--- config.mk ---
export PLATFORM = sky130hd
export DESIGN_NAME = mcm_queue
export DESIGN_NICKNAME = d
export VERILOG_FILES = /design/src/hdl/mcm_pkg.sv /design/src/hdl/mcm_queue.sv
export SDC_FILE = /design/constraint.sdc
export NUM_CORES = 1
export LEC_CHECK = 0
export BUFFER_PORTS_ARGS = -buffer_cell sky130_fd_sc_hd__clkbuf_2
export CORE_ASPECT_RATIO = 0.5
export CORE_MARGIN = 1.5
export CORE_UTILIZATION = 40
export CTS_BUF_LIST = sky130_fd_sc_hd__clkbuf_16
export DETAILED_ROUTE_END_ITERATION = 10
export SYNTH_ARGS = -nofsm -noshare
export SYNTH_HDL_FRONTEND = slang
export SYNTH_SLANG_ARGS = --single-unit
--- constraint.sdc ---
create_clock -name clk -period 8.1 [get_ports clk]
set_clock_uncertainty 0.05 [all_clocks]
set_input_delay 0.405 -clock clk [delete_from_list [all_inputs] [get_ports clk]]
set_output_delay 0.405 -clock clk [all_outputs]
set_load 0.01 [all_outputs]
--- src/hdl/mcm_pkg.sv ---
// Shared types and constants of the color mask centroid unit
`timescale 1ns / 1ps
package mcm_pkg;

  localparam int HIT_W = 23;
  localparam logic [HIT_W-1:0] HIT_MAX = '1;
  localparam int SUM_W = 36;
  localparam int OUT_W = 12;

  localparam logic [2:0] REG_MEAN_BGR   = 3'd0;
  localparam logic [2:0] REG_INV_COV_BB = 3'd1;
  localparam logic [2:0] REG_INV_COV_GG = 3'd2;
  localparam logic [2:0] REG_INV_COV_RR = 3'd3;
  localparam logic [2:0] REG_INV_COV_BG = 3'd4;
  localparam logic [2:0] REG_INV_COV_BR = 3'd5;
  localparam logic [2:0] REG_INV_COV_GR = 3'd6;
  localparam logic [2:0] REG_THRESHOLD  = 3'd7;

  typedef struct packed {
    logic             in_mask;
    logic             frame_end;
    logic [HIT_W-1:0] hits;
    logic [SUM_W-1:0] sum_col;
    logic [SUM_W-1:0] sum_row;
  } front_word_t;

endpackage

--- src/hdl/mcm_queue.sv ---
// Two-entry queue between front and back
`timescale 1ns / 1ps
module mcm_queue (
  input  logic                 clk,
  input  logic                 rst,
  input  logic                 push,
  input  mcm_pkg::front_word_t wdata,
  output logic                 full,
  input  logic                 pop,
  output mcm_pkg::front_word_t rdata,
  output logic                 empty
);
  import mcm_pkg::*;

  front_word_t mem [2];
  logic wr_ptr, rd_ptr;
  logic [1:0] count;

  assign full = (count == 2'd2);
  assign empty = (count == 2'd0);
  assign rdata = mem[rd_ptr];

  always_ff @(posedge clk) begin
    if (push) mem[wr_ptr] <= wdata;
  end

  always_ff @(posedge clk) begin
    if (rst) begin
      wr_ptr <= 1'b0;
      rd_ptr <= 1'b0;
      count <= '0;
    end else begin
      if (push) wr_ptr <= ~wr_ptr;
      if (pop) rd_ptr <= ~rd_ptr;
      count <= count + 2'(push) - 2'(pop);
    end
  end

endmodule

==> flow_summary.json <==
{
  "gr-usage-all-layers_pct": 13.9,
  "cts-root-to-sink-buffers": 2,
  "final_antenna_net_count": 0,
  "tritoncts": "yes",
  "dieWidth_um": 194,
  "p_per_area_nw_per_um2": 248,
  "detail_route.iter0.violations": 183,
  "drc_violations_left": 0,
  "switchingPower_uw": 530,
  "worst_r2r_path_depth": 2,
  "synth.lib_cells_used.distinct": 13,
  "reg_clk_slew_reported_paths_ns": 0.08,
  "via_density_per_instance": 4.56,
  "setup_tns_ns": 0,
  "finalCoreUtilization_pct": 51.7,
  "finalWorstPathRequiredPeriod_ns": 3.01,
  "grt_start_max_net_pins": 53,
  "leakage_nw": 3.52,
  "clockPowerShare_pct": 34.6,
  "postCtsResizedCells": 0,
  "hold_class": "in2reg",
  "antenna_cells_inserted": 0,
  "synth_cells": 323,
  "grt_pass1_wl_mm": 19.9,
  "comb_power_share_pct": 11.0,
  "dp_wirelength_mm": 8.80,
  "start_kind": "flip-flop",
  "fp.dieArea_um2": 19200,
  "drt_wl_total_mm": 13.1,
  "synth.yosys.seq_area_share_pct": 80.8,
  "std_cell_rows": 34,
  "status": "finished, final reports clean",
  "timing_max_transition_violations_final": 0,
  "post-route-period-util_pct": 37.2,
  "core_region_area_um2": 17700,
  "via_count": 3560,
  "tightest_pin_transition_ns": 0.791,
  "timing_worst_setup_path_type": "reg2out",
  "netlist_area_pre_place_um2": 7330,
  "worst-endpoint-arrival_ns": 2.56,
  "nets": 637,
  "synthToLayoutAreaGrowth_pct": 24.4,
  "setup.worst_path.end_class": "output pin",
  "fmax_mhz": 332,
  "grt_antenna_before_repair": 0,
  "worst_skew_pair.late_latency_ns": 0.41,
  "worstPathRequired_ns": 7.65,
  "holdPathStages": 1,
  "htree_num_levels": 4,
  "wire_per_inst_um": 16.9,
  "final_cell_mix": "sky130_fd_sc_hd__clkbuf_2 (199), sky130_fd_sc_hd__edfxtp_1 (194), sky130_fd_sc_hd__mux2_2 (67)",
  "drive_gt1_share_pct": 60.8,
  "initial_standard_cell_utilization_of_the_core_pct": 41.5,
  "die_height_um": 98.7,
  "ys.warnings.count": 0,
  "cts_sinks": 199,
  "synth.avg_cell_area_um2": 22.7,
  "place.gp.congestion": 0.714,
  "finalHoldViolations": 0,
  "timing.critical_path.fanout_max": 52,
  "detailed_routing_iterations_pass_1": 6,
  "net_count_synth": 426,
  "layout.cells.most_common": "sky130_fd_sc_hd__clkbuf_2",
  "postCtsSetupBuffers": 0,
  "cts_inserted_buffers": 17,
  "setup_repair_after_global_routing_missed_its_margin": "no",
  "swShare_pct": 23.5,
  "postSynthRegisterBits": 199,
  "pin_count": 200,
  "cellInternalPower_mw": 1.73,
  "max_cap_viol_count": 0,
  "clk_root_buffer_cell": "sky130_fd_sc_hd__clkbuf_16",
  "first_global_vias": 3663,
  "total_congestion_overflow": 0,
  "cts_hold_buffers": 0,
  "r2r_slack_ns": 5.93,
  "irDropWorstVdd_mv": 0.163,
  "seq_power_share_pct": 54.3,
  "setup_viol": 0,
  "maxSlewHeadroom_pct": 47.3,
  "port_buffers": 199
}
layer usage:
metal / vias up / part of all wire (%) / GRT usage, %
li1: 1698 / - / -
met1: 1769 / 42 / 16.8
met2: 82 / 52 / 23.8
met3: 11 / 4.9 / 4.59
met4: 0 / 1.1 / 4.63
met5: - / 0 / 0
flip-flops by register name (all words and copies together) (netlist names), named ones only:
name / flops
mem: 194
wr_ptr: 1
rd_ptr: 1
count: 2
worst max-delay path, cell delays in order (launching register included):
cell and delay, ns:
sky130_fd_sc_hd__dfxtp_4 0.80, sky130_fd_sc_hd__buf_4 0.71, sky130_fd_sc_hd__mux2_2 0.43, sky130_fd_sc_hd__clkbuf_2 0.14
area by class of cell:
class / instances / area, um^2
fill: 1474 / 8530
clock inverter: 14 / 115
clock buffer: 17 / 425
timing repair buffer: 203 / 1030
sequential: 199 / 5930
multi-input combinational: 111 / 1320
tap: 234 / 293
inverter: 2 / 7.51
synthesized netlist by cell type:
| master | count | area share (%) |
|---|---|---|
| sky130_fd_sc_hd__dfxtp_1 | 5 | 1.4 |
| sky130_fd_sc_hd__nor2_1 | 5 | 0.26 |
| sky130_fd_sc_hd__xnor3_1 | 1 | 0.31 |
| sky130_fd_sc_hd__inv_1 | 2 | 0.10 |
| sky130_fd_sc_hd__edfxtp_1 | 194 | 79 |
| sky130_fd_sc_hd__mux2_2 | 67 | 10 |
| sky130_fd_sc_hd__and2_1 | 1 | 0.085 |
| sky130_fd_sc_hd__mux2_4 | 30 | 6.1 |
| sky130_fd_sc_hd__nor2b_1 | 3 | 0.26 |
| sky130_fd_sc_hd__ha_1 | 2 | 0.34 |
| sky130_fd_sc_hd__buf_6 | 5 | 0.77 |
| sky130_fd_sc_hd__xnor2_1 | 2 | 0.24 |
| sky130_fd_sc_hd__buf_2 | 6 | 0.41 |
metrics by stage:
stage,worst slack [ns],total power [mW],instances,hold slack (ns),area [um^2]
6_report,5.09,2.26,780,0.118,9120
5_1_grt,4.89,2.35,780,0.0871,9120
4_1_cts,5.01,2.29,780,0.0959,9120
3_5_place_dp,5.47,1.51,749,0.453,8580
3_3_place_gp,5.47,1.50,749,0.447,8580
2_1_floorplan,2.86,1.40,323,0.427,7330
worst paths after layout:
| path | start | to |
|---|---|---|
| setup / recovery | flip-flop | rdata[42] |
| hold / removal | wdata[61] | mem[0][61] |
| setup reg to reg | wr_ptr | mem[1][94] |
| hold reg to reg | rd_ptr | rd_ptr |
cell families after synthesis:
group | count (synthesis) | synth area share [%]
buffers and inverters | 13 | 1.28
adders and majority gates | 2 | 0.341
muxes | 97 | 16.4
xor gates and xnor gates | 3 | 0.546
and+or+nand+nor | 9 | 0.597
DFF | 199 | 80.8
power by group through the flow:
stage / Clock (mW) / Sequential (mW) / Combinational, mW
CTS: 0.808 / 1.23 / 0.256
global route: 0.851 / 1.23 / 0.270
finish: 0.782 / 1.23 / 0.249
floorplan: 0 / 1.24 / 0.160
detailed placement: 0 / 1.25 / 0.255
global placement: 0 / 1.25 / 0.253
(Power assumes the default switching activity.)
