[src/hdl/mcm_pkg.sv]
// Shared types and constants of the color mask centroid unit
`timescale 1ns / 1ps
package mcm_pkg;

  localparam int HIT_W = 23;
  localparam logic [HIT_W-1:0] HIT_MAX = '1;
  localparam int SUM_W = 36;
  localparam int OUT_W = 12;

  localparam logic [2:0] REG_MEAN_BGR   = 3'd0;
  localparam logic [2:0] REG_INV_COV_BB = 3'd1;
  localparam logic [2:0] REG_INV_COV_GG = 3'd2;
  localparam logic [2:0] REG_INV_COV_RR = 3'd3;
  localparam logic [2:0] REG_INV_COV_BG = 3'd4;
  localparam logic [2:0] REG_INV_COV_BR = 3'd5;
  localparam logic [2:0] REG_INV_COV_GR = 3'd6;
  localparam logic [2:0] REG_THRESHOLD  = 3'd7;

  typedef struct packed {
    logic             in_mask;
    logic             frame_end;
    logic [HIT_W-1:0] hits;
    logic [SUM_W-1:0] sum_col;
    logic [SUM_W-1:0] sum_row;
  } front_word_t;

endpackage

[src/hdl/mcm_back.sv]
// Back end: centroid division and output register
`timescale 1ns / 1ps
module mcm_back (
  input  logic                 clk,
  input  logic                 rst,
  input  mcm_pkg::front_word_t word,
  input  logic                 empty,
  output logic                 pop,
  output logic                 m_tvalid,
  input  logic                 m_tready,
  output logic [31:0]          m_tdata,
  output logic                 m_tlast
);
  import mcm_pkg::*;

  localparam int CNT_W = $clog2(SUM_W);
  localparam logic [CNT_W-1:0] CNT_LAST = CNT_W'(SUM_W - 1);
  localparam logic [OUT_W-1:0] NONE = '1;

  typedef enum logic [2:0] {
    B_IDLE = 3'b001,
    B_DIV  = 3'b010,
    B_DONE = 3'b100
  } bstate_t;

  bstate_t state;
  logic out_free, start_div, direct;
  logic [SUM_W-1:0] qx, qy;
  logic [HIT_W-1:0] rx, ry, dv;
  logic [CNT_W-1:0] cnt;
  logic [HIT_W:0] shx, shy;
  logic gex, gey;
  logic inside_r;

  assign out_free = !m_tvalid || m_tready;
  assign start_div = word.frame_end && (word.hits != '0);
  assign pop = (state == B_IDLE) && !empty && out_free;
  assign direct = pop && !start_div;

  assign shx = {rx, qx[SUM_W-1]};
  assign shy = {ry, qy[SUM_W-1]};
  assign gex = shx >= {1'b0, dv};
  assign gey = shy >= {1'b0, dv};

  always_ff @(posedge clk) begin
    if (rst) begin
      state <= B_IDLE;
      m_tvalid <= 1'b0;
      cnt <= '0;
    end else begin
      case (state)
        B_IDLE: begin
          if (pop && start_div) begin
            qx <= word.sum_col;
            qy <= word.sum_row;
            rx <= '0;
            ry <= '0;
            dv <= word.hits;
            inside_r <= word.in_mask;
            cnt <= '0;
            state <= B_DIV;
          end
        end
        B_DIV: begin
          qx <= {qx[SUM_W-2:0], gex};
          qy <= {qy[SUM_W-2:0], gey};
          rx <= gex ? HIT_W'(shx - {1'b0, dv}) : shx[HIT_W-1:0];
          ry <= gey ? HIT_W'(shy - {1'b0, dv}) : shy[HIT_W-1:0];
          cnt <= cnt + 1'b1;
          if (cnt == CNT_LAST) state <= B_DONE;
        end
        B_DONE: begin
          if (out_free) state <= B_IDLE;
        end
        default: state <= B_IDLE;
      endcase

      if (direct || (state == B_DONE && out_free)) m_tvalid <= 1'b1;
      else if (m_tready) m_tvalid <= 1'b0;
    end
  end

  always_ff @(posedge clk) begin
    if (direct) begin
      m_tlast <= word.frame_end;
      m_tdata <= {7'b0, word.frame_end ? NONE : '0, word.frame_end ? NONE : '0,
                  word.in_mask};
    end else if (state == B_DONE && out_free) begin
      m_tlast <= 1'b1;
      m_tdata <= {7'b0, qy[OUT_W-1:0], qx[OUT_W-1:0], inside_r};
    end
  end

endmodule

[config.mk]
export PLATFORM = sky130hd
export DESIGN_NAME = mcm_back
export DESIGN_NICKNAME = d
export VERILOG_FILES = /design/src/hdl/mcm_pkg.sv /design/src/hdl/mcm_back.sv
export SDC_FILE = /design/constraint.sdc
export NUM_CORES = 1
export LEC_CHECK = 0
export BUFFER_PORTS_ARGS = -buffer_cell sky130_fd_sc_hd__buf_4
export CAP_MARGIN = 20
export CORE_AREA = 2 2 152 154
export DETAILED_ROUTE_END_ITERATION = 12
export DIE_AREA = 0 0 154 156
export PLACE_DENSITY = 0.72
export SYNTH_ARGS = -nofsm -noshare
export SYNTH_HDL_FRONTEND = slang
export SYNTH_SLANG_ARGS = --single-unit
[constraint.sdc]
create_clock -name clk -period 10.35 [get_ports clk]
set_input_delay 3.105 -clock clk [delete_from_list [all_inputs] [get_ports clk]]
set_output_delay 3.105 -clock clk [all_outputs]
set_load 0.1 [all_outputs]
==> flow_summary.yaml <==
sta:
  timing.final.ws_setup_ns: 2.940
  slew_headroom_pct: 32.69
  final-hold-violation-count: 0
  fmax_ghz: 0.1350
  setup_viol: 0
  slew_violations: 0
  layout_min_cycle_time_ns: 7.410
  tightest_slew_ns: 1.010
  fin_setup_tns_ns: 0
  fin_crit_sh_pct: 71.59
  finClkSkew_ns: 0.01717
  rsz0062_at_grt: "no"
logic_synthesis:
  synth.top_cell.area_share_pct: 50.58
  synth_area_leader_cell: "edfxtp_1"
  ys_seq_area_share_pct: 52.58
  synth_edf_count: 168
  ys_types: 65
  ys_ff_latch: 178
  synth_flop_cell: "edfxtp_1"
  async_flop_share_pct: 0
  syn_area_per_cell_sq_um: 9.628
  synthCells: 1036
  yosys_warnings: 0
  synth_area_sq_mm: 0.009975
  synth.top_cells.by_area: "edfxtp_1 (51%), nand2_1 (10%), ha_1 (5.9%)"
setup_path:
  arrival_ns: 4.30
  end_kind: "output port"
  crit_family: "simple AND/OR/NAND/NOR gates"
  critPathMaxFanout: 4
  startpoint_type: "input port"
  critPathBufInv: 2
  critPathMostFrequentCell: "buf_4"
  crit_cells: 5
  critical_path_class: "input port to output port"
  cp_slowest_stage_delay_ns: 0.44
  path_cells: "buf_4, nand2b_1, nand3b_1, nor3_1, buf_4"
  critPathRequiredTime_ns: 7.25
  cp_slowest_cell: "nor3_1"
  reg2reg_depth: 10
routing:
  via_per_inst: 5.414
  first_pass_iters: 5
  initialDrtViolationCount: 744
  vias: 7812
  post-route-drc-count: 0
  wl_per_cell_um: 16.41
  drtAntennaViolNets: 0
  wirelength_mm: 23.68
clocking:
  cts_buffers: 17
  cts_tree: "built"
  hold_buffers: 0
  clockBufferDepth: 2
  clock_latency_ns: 0.45
  cts_resized: 0
  cts_root_buf: "clkbuf_16"
  htreeDepth: 4
  clk_pin_slew_worst_paths_ns: 0.08
  cts_num_sinks: 178
  postCtsSetupBuffers: 0
finish:
  final_common_cell: "nand2_1"
  antenna_cells: 0
  layout_common_cells: "nand2_1 (271), edfxtp_1 (168), buf_4 (134), nor2_1 (95), a21oi_1 (68)"
  syn_to_final_growth_pct: 18.46
  nFillCells: 1992
  drive_above_1_share_pct: 15.89
  final_nets: 1295
global_routing:
  grt.overflow.total: 0
  track_usage_pct: 19.94
  antenna_found_initial: 0
  grt_max_degree: 89
  grt_pass1_wl_mm: 37.98
  grt_pass1_vias: 7589
place:
  place.gp.congestion: 0.8664
  pre_cts_slack_ns: 2.964
  port-buffer-count: 128
  place_hpwl_mm: 16.53
floorplan:
  rows: 55
  dieWidth_um: 154
  ios: 136
  core-area_sq_mm: 0.02237
  start_util_pct: 44.60
  dieArea_sq_mm: 0.02402
  die_y_um: 156
hold_path:
  whs_path_depth: 2
  min_path_type: "flop to flop"
power:
  power.density_mw_per_mm2: 147.2
  ir_drop_mv: 0.08778
  p_leak_nw: 4.928
outcome:
  status: "finished, final reports clean"
run:
  max_cap_viol_count: 0
## report_power, final
group	switching (W)	total, W	internal [W]	leakage (nW)
combinational	0.000152	0.000233	0.0000813	2.98
clock	0.000345	0.000683	0.000339	0.307
sequential	0.00000953	0.000823	0.000814	1.64
total	0.000506	0.00174	0.00123	4.93
## cells in the mapped netlist, drive strengths merged (11+ instances only)
library cell	instances
mux2i	15
o21ai	47
buf	22
ha	47
a21o	16
nor3	12
a21oi	69
nor2	98
edfxtp	168
nand4	11
a211oi	11
inv	47
nand2	273
nand3	23
clkbuf	29
xor2	17
xnor2	17
## cell families (layout without fill, tap and decap cells)
group / after synthesis / count (layout) / synth area share, %
DFF: 178 / 178 / 52.58
and+or+nand+nor: 464 / 464 / 19.73
buffers and inverters: 98 / 214 / 4.190
adders and majority gates: 49 / 49 / 6.297
AOI/OAI and AO/OA: 196 / 196 / 12.56
muxes: 16 / 16 / 1.618
other: 1 / 7 / 0.03760
xor gates and xnor gates: 34 / 34 / 2.985
## area by class of cell
cell class	instances	area [sq um]	share of cell area, %
flip-flops and latches	178	5245	44.39
multi-input cells	766	4358	36.88
repair buffers	135	1033	8.746
clock buffers	17	425.4	3.600
well taps	285	356.6	3.018
clock inverters	15	221.5	1.874
inverters	47	176.4	1.493
## metal layers
metal	vias up	global-route usage (%)	wire length [um]
met1	3659	26.48	10500
met3	54	3.167	1178
met2	252	32.61	11220
met5	-	0	0
met4	0	8.545	780
li1	3847	-	-
## final timing paths
| kind | start | to | slack, ns |
|---|---|---|---|
| min | cnt[1]$_SDFFE_PP0P_ | cnt[1]$_SDFFE_PP0P_ | 0.49 |
| max | m_tready | pop | 2.94 |
| max reg2reg | dv[0]$_DFFE_PP_ | ry[19]$_SDFFCE_PN0P_ | 6.55 |
| min reg2reg | cnt[1]$_SDFFE_PP0P_ | cnt[1]$_SDFFE_PP0P_ | 0.49 |
## sequential cells by signal, indices dropped and copies added (netlist names), 3 cells and up
register / cells
qy: 36
m_tdata: 25
ry: 23
cnt: 6
qx: 36
state: 3
rx: 23
dv: 23
## worst register-to-register path: stages (launching register included)
cell and delay (ns):
edfxtp_1 0.46, ha_1 0.25, fa_1 0.39, nand2b_1 0.20, a21oi_1 0.30, o41ai_4 0.17
o21ai_1 0.16, a211o_1 0.84, inv_2 0.42, nor4_1 0.32, nand3b_1 0.15
## through the flow
| step | power [W] | cells | utilization [%] | area (sq um) | hold slack [ns] |
|---|---|---|---|---|---|
| global route | 0.001797 | 1443 | 52.83 | 11820 | 0.5258 |
| floorplan | 0.001002 | 1042 | - | 10000 | 0.4603 |
| finish | 0.001740 | 1443 | 52.83 | 11820 | 0.4894 |
| global placement | 0.001067 | 1410 | 49.82 | 11140 | 0.4775 |
| detailed placement | 0.001070 | 1410 | 49.82 | 11140 | 0.4801 |
| CTS | 0.001748 | 1442 | 52.71 | 11790 | 0.4911 |
Power figures use the tool's default switching activity.
