File: src/hdl/mcm_pkg.sv
// Shared types and constants of the color mask centroid unit
`timescale 1ns / 1ps
package mcm_pkg;

  localparam int HIT_W = 23;
  localparam logic [HIT_W-1:0] HIT_MAX = '1;
  localparam int SUM_W = 36;
  localparam int OUT_W = 12;

  localparam logic [2:0] REG_MEAN_BGR   = 3'd0;
  localparam logic [2:0] REG_INV_COV_BB = 3'd1;
  localparam logic [2:0] REG_INV_COV_GG = 3'd2;
  localparam logic [2:0] REG_INV_COV_RR = 3'd3;
  localparam logic [2:0] REG_INV_COV_BG = 3'd4;
  localparam logic [2:0] REG_INV_COV_BR = 3'd5;
  localparam logic [2:0] REG_INV_COV_GR = 3'd6;
  localparam logic [2:0] REG_THRESHOLD  = 3'd7;

  typedef struct packed {
    logic             in_mask;
    logic             frame_end;
    logic [HIT_W-1:0] hits;
    logic [SUM_W-1:0] sum_col;
    logic [SUM_W-1:0] sum_row;
  } front_word_t;

endpackage

File: src/hdl/mcm_front.sv
// Front end: config registers, distance classification, position and sum tracking
`timescale 1ns / 1ps
module mcm_front #(
  parameter int MAX_WIDTH      = 2048,
  parameter int MAX_HEIGHT     = 2048,
  parameter int COEF_FRAC_BITS = 24
) (
  input  logic                clk,
  input  logic                rst,
  input  logic                cfg_we,
  input  logic [2:0]          cfg_index,
  input  logic [31:0]         cfg_data,
  input  logic                in_valid,
  output logic                in_ready,
  input  logic [7:0]          blue,
  input  logic [7:0]          green,
  input  logic [7:0]          red,
  input  logic                line_end,
  input  logic                frame_end,
  output mcm_pkg::front_word_t word,
  output logic                push,
  input  logic                full
);
  import mcm_pkg::*;

  localparam int CW = $clog2(MAX_WIDTH);
  localparam int RW = $clog2(MAX_HEIGHT);
  localparam logic [CW-1:0] COL_LAST = CW'(MAX_WIDTH - 1);
  localparam logic [RW-1:0] ROW_LAST = RW'(MAX_HEIGHT - 1);

  typedef enum logic [4:0] {
    F_IDLE = 5'b00001,
    F_PROD = 5'b00010,
    F_MAC  = 5'b00100,
    F_CMP  = 5'b01000,
    F_PUSH = 5'b10000
  } fstate_t;

  fstate_t state;
  logic [23:0] mean_bgr;
  logic signed [31:0] coef [6];
  logic [15:0] threshold;

  logic signed [8:0] db, dg, dr;
  logic signed [19:0] prod_q [6];
  logic signed [51:0] prod_r;
  logic pv;
  logic [2:0] idx;
  logic signed [55:0] acc;
  logic inside_r, le_r, fe_r;

  logic [CW-1:0] column_count;
  logic [RW-1:0] row_count;
  logic [SUM_W-1:0] sum_columns, sum_rows, sum_columns_next, sum_rows_next;
  logic [HIT_W-1:0] hit_count, hit_count_next;

  logic signed [63:0] lhs;
  logic [31:0] tt;
  logic [63:0] rhs;
  logic inside_cmp, hit;

  assign in_ready = (state == F_IDLE);

  always_ff @(posedge clk) begin
    if (rst) begin
      mean_bgr <= '0;
      for (int i = 0; i < 6; i++) coef[i] <= '0;
      threshold <= 16'd30;
    end else if (cfg_we) begin
      if (cfg_index == REG_MEAN_BGR) begin
        mean_bgr <= cfg_data[23:0];
      end else if (cfg_index == REG_THRESHOLD) begin
        threshold <= cfg_data[15:0];
      end else if (cfg_index >= REG_INV_COV_BB && cfg_index <= REG_INV_COV_GR) begin
        coef[3'(cfg_index - REG_INV_COV_BB)] <= cfg_data;
      end
    end
  end

  assign lhs = (64'(acc) <<< 6) + (64'(acc) <<< 5) + (64'(acc) <<< 2);
  assign tt = 32'(threshold) * 32'(threshold);
  assign rhs = {32'b0, tt} << COEF_FRAC_BITS;
  assign inside_cmp = lhs[63] || ($unsigned(lhs) <= rhs);

  assign hit = inside_r && (hit_count != HIT_MAX);
  assign hit_count_next = hit ? hit_count + 1'b1 : hit_count;
  assign sum_columns_next = hit ? sum_columns + SUM_W'(column_count) : sum_columns;
  assign sum_rows_next = hit ? sum_rows + SUM_W'(row_count) : sum_rows;

  assign word.in_mask = inside_r;
  assign word.frame_end = fe_r;
  assign word.hits = hit_count_next;
  assign word.sum_col = sum_columns_next;
  assign word.sum_row = sum_rows_next;
  assign push = (state == F_PUSH) && !full;

  always_ff @(posedge clk) begin
    if (rst) begin
      state <= F_IDLE;
      column_count <= '0;
      row_count <= '0;
      sum_columns <= '0;
      sum_rows <= '0;
      hit_count <= '0;
      pv <= 1'b0;
      idx <= '0;
    end else begin
      case (state)
        F_IDLE: begin
          if (in_valid) begin
            db <= $signed({1'b0, blue}) - $signed({1'b0, mean_bgr[7:0]});
            dg <= $signed({1'b0, green}) - $signed({1'b0, mean_bgr[15:8]});
            dr <= $signed({1'b0, red}) - $signed({1'b0, mean_bgr[23:16]});
            le_r <= line_end;
            fe_r <= frame_end;
            state <= F_PROD;
          end
        end
        F_PROD: begin
          prod_q[0] <= db * db;
          prod_q[1] <= dg * dg;
          prod_q[2] <= dr * dr;
          prod_q[3] <= (db * dg) <<< 1;
          prod_q[4] <= (db * dr) <<< 1;
          prod_q[5] <= (dg * dr) <<< 1;
          acc <= '0;
          idx <= '0;
          pv <= 1'b0;
          state <= F_MAC;
        end
        F_MAC: begin
          if (pv) acc <= acc + 56'(prod_r);
          if (idx != 3'd6) begin
            prod_r <= prod_q[idx] * coef[idx];
            pv <= 1'b1;
            idx <= idx + 1'b1;
          end else begin
            pv <= 1'b0;
            state <= F_CMP;
          end
        end
        F_CMP: begin
          inside_r <= inside_cmp;
          state <= F_PUSH;
        end
        F_PUSH: begin
          if (!full) begin
            state <= F_IDLE;
            if (fe_r) begin
              hit_count <= '0;
              sum_columns <= '0;
              sum_rows <= '0;
              column_count <= '0;
              row_count <= '0;
            end else begin
              hit_count <= hit_count_next;
              sum_columns <= sum_columns_next;
              sum_rows <= sum_rows_next;
              if (le_r) begin
                column_count <= '0;
                if (row_count != ROW_LAST) row_count <= row_count + 1'b1;
              end else if (column_count != COL_LAST) begin
                column_count <= column_count + 1'b1;
              end
            end
          end
        end
        default: state <= F_IDLE;
      endcase
    end
  end

endmodule

File: config.mk
export PLATFORM = sky130hd
export DESIGN_NAME = mcm_front
export DESIGN_NICKNAME = d
export VERILOG_FILES = /design/src/hdl/mcm_pkg.sv /design/src/hdl/mcm_front.sv
export SDC_FILE = /design/constraint.sdc
export NUM_CORES = 2
export LEC_CHECK = 0
export BUFFER_PORTS_ARGS = -buffer_cell sky130_fd_sc_hd__buf_2
export CORE_ASPECT_RATIO = 1.4
export CORE_MARGIN = 4
export CORE_UTILIZATION = 32
export DETAILED_ROUTE_END_ITERATION = 8
export SLEW_MARGIN = 20
export SYNTH_ARGS = -nofsm -noshare
export SYNTH_HDL_FRONTEND = slang
export SYNTH_SLANG_ARGS = --single-unit
File: constraint.sdc
create_clock -name clk -period 17.9 [get_ports clk]
set_input_delay 1.79 -clock clk [delete_from_list [all_inputs] [get_ports clk]]
set_output_delay 1.79 -clock clk [all_outputs]
set_load 0.05 [all_outputs]
==> flow_summary.yaml <==
clock_tree:
  cts_buffer_depth: 3
  cts_resized: 0
  clkSinkCount: 668
  clkTransAtPathRegs_ns: 0.06
  postCtsSetupBuffers: 0
  ctsRootBufferMaster: "clkbuf_16"
  cts_max_level: 3
  insertion_delay_ns: 0.71
  cts_buffers: 78
  holdBufCountCts: 0
  tritoncts: "yes"
synthesis:
  synthCells: 8496
  ys_seq_elements: 668
  ys_types: 96
  synth_flop_cell: "edfxtp_1"
  synth_warnings: 0
  seq_area_frac_synth_pct: 22.2
  synth_area_um2: 82900
  syn-num-nets: 10500
  synth-edff-count: 499
  async_flop_share_pct: 0
  synth.avg_cell_area_um2: 9.76
global_route:
  grt_pass1_vias: 64800
  gr-total-overflow: 0
  grt_use_total_pct: 17.5
  grt_pass1_wl_mm: 369
  antenna_found_initial: 16
  grt_util_met3_pct: 2.23
  met1_usage_pct: 20.0
  grt_max_degree: 65
  grt-busiest-layer: "met2"
  grtUsageMet2_pct: 32.2
sta:
  max_freq_mhz: 90.3
  maxSlewViolCount: 0
  fin_worst_skew_ns: 0.0621
  relSlewSlack_pct: 25.3
  finalCritPeriodShare_pct: 61.9
  hold_viol: 0
  final-setup-viol-count: 0
  fin_tns_setup_ns: 0
  fin_crit_ns: 11.08
  max_slew.worst_pin.slew_ns: 1.09
  rsz0062_at_grt: "no"
worst_setup_path:
  path_class: "flop to flop"
  cpPeakStageDelay_ns: 0.87
  crit_required_ns: 18.46
  crit_arrival_ns: 11.64
  crit_fanout: 14
  critical-path-slowest-cell: "dfxtp_1"
  cp_common_cell: "fa_1"
  startpoint_type: "flop"
  end_kind: "flop"
finish:
  final_layout_size_suffix_gt1_share_pct: 6.96
  finalNetCount: 10400
  areaGrowthSynthToFinish_pct: 8.84
  design_area_um2: 90300
  final_common_cell: "inv_1"
  mostFrequentLayoutCells: "1492 x inv_1, 1246 x fa_1, 968 x nand2_1"
placed_design:
  placed_cell_area_um2: 87600
  dp.final_hpwl_mm: 184
  io_buffers: 164
  gp_congestion: 0.881
routing:
  vias: 59900
  postRouteAntennaNets: 0
  drtIter0Drc: 3515
  wl_mm: 234
  viasPerCell: 5.00
  drt_first_pass_iters: 7
  drcViolationCount: 0
  wire_per_inst_um: 19.6
die:
  fp-row-count: 220
  core_um2: 257000
  io_pins: 165
  die_area_um2: 267000
  die-height_um: 610
  die-width_um: 438
  initial_utilization_pct: 32.3
run_status:
  status: "completed"
run:
  cap_violations: 0
min_path:
  holdCritPathClass: "flop to flop"
[stage by stage]
stage	hold WS (ns)	cells	worst slack (ns)	util, %
floorplan	0.424	8496	9.01	-
global placement	0.443	11800	5.58	34.0
detailed placement	0.447	11800	6.76	34.1
CTS	0.456	12000	6.73	35.1
global route	0.476	12000	6.09	35.1
finish	0.458	12000	6.82	35.1
[path summary, 6_finish.rpt]
kind | from | cells after the start | endpoint | slack, ns
max reg2reg | threshold[0]$_SDFFE_PP0P_ | 34 | inside_r$_DFFE_PP_ | 6.82
min reg2reg | mean_bgr[18]$_SDFFE_PP0P_ | 2 | mean_bgr[18]$_SDFFE_PP0P_ | 0.46
max | threshold[0]$_SDFFE_PP0P_ | 34 | inside_r$_DFFE_PP_ | 6.82
min | mean_bgr[18]$_SDFFE_PP0P_ | 2 | mean_bgr[18]$_SDFFE_PP0P_ | 0.46
[layout make-up]
class	count	area [um^2]
fillers	26100	167000
multi-input cells	5967	57700
flip-flops and latches	668	18400
inverters	1494	5610
well taps	3441	4310
clock buffers	104	2160
repair buffers	260	1560
clock inverters	39	463
diodes	15	37.5
[cells in the mapped netlist, types with 10 or more instances]
master    number  share of area, %
or2_2         30              0.23
a31oi_1       48              0.36
and4_1        13              0.14
edfxtp_1     499                18
and2_1       256               1.9
nor2b_1      122              0.92
xnor2_1      279               2.9
a31o_2        10              0.11
o211ai_1      13              0.12
nand2b_1      83              0.63
buf_1         37              0.17
a21o_1       165               1.5
o21a_1        38              0.34
mux2_2        35              0.48
a21oi_1      354               2.1
nand3_1       80              0.48
and3_1        45              0.34
clkbuf_1     311               1.4
o21ai_0      208               1.3
o21bai_1      49              0.44
nor2_1       596               2.7
inv_1       1492               6.8
dfxtp_1      169               4.1
a211oi_1      18              0.16
mux4_2        79               2.1
nand4_1       67              0.51
xor2_1       135               1.4
ha_1         663                10
a22oi_1       36              0.33
nand2_1      968               4.4
fa_1        1246                30
or4_1         11              0.10
or3_1         24              0.18
a41oi_1       16              0.17
nand3b_1      10             0.091
mux2i_1       43              0.52
nor3_1        50              0.30
buf_2         13             0.078
[sequential cells by signal, summed over array words and instances (netlist names), 16 cells and up, named ones only]
register	cells
acc	56
coef	256
hit_count	23
mean_bgr	24
prod_q	105
prod_r	52
sum_columns	36
sum_rows	36
threshold	16
[metal layers]
metal | part of all wire (%) | up-vias
met5 | 0.0055 | -
met4 | 5.4 | 2
met3 | 4.4 | 561
met2 | 52 | 1627
met1 | 38 | 30500
li1 | - | 27200
[worst max-delay path, delay by kind of cell (launching register included)]
kind	cells	cell delay, ns
adder cells (fa/ha/maj)	8	3.19
AND/OR/NAND/NOR	8	2.87
AO/OA/AOI/OAI	11	2.87
flip-flops	1	0.87
buffers and inverters	5	0.78
XOR/XNOR	2	0.30
[logic make-up after synthesis]
family / share of synthesized area, %
XOR/XNOR: 4.37
buffers and inverters: 8.48
flip-flops: 22.2
AND/OR/NAND/NOR: 13.3
adder cells (fa/ha/maj): 40.1
AO/OA/AOI/OAI: 8.44
multiplexers: 3.14
Power is left out: the tool's default activity adds up to more than one toggle a clock period on the data nets, which glitch-free logic cannot reach.
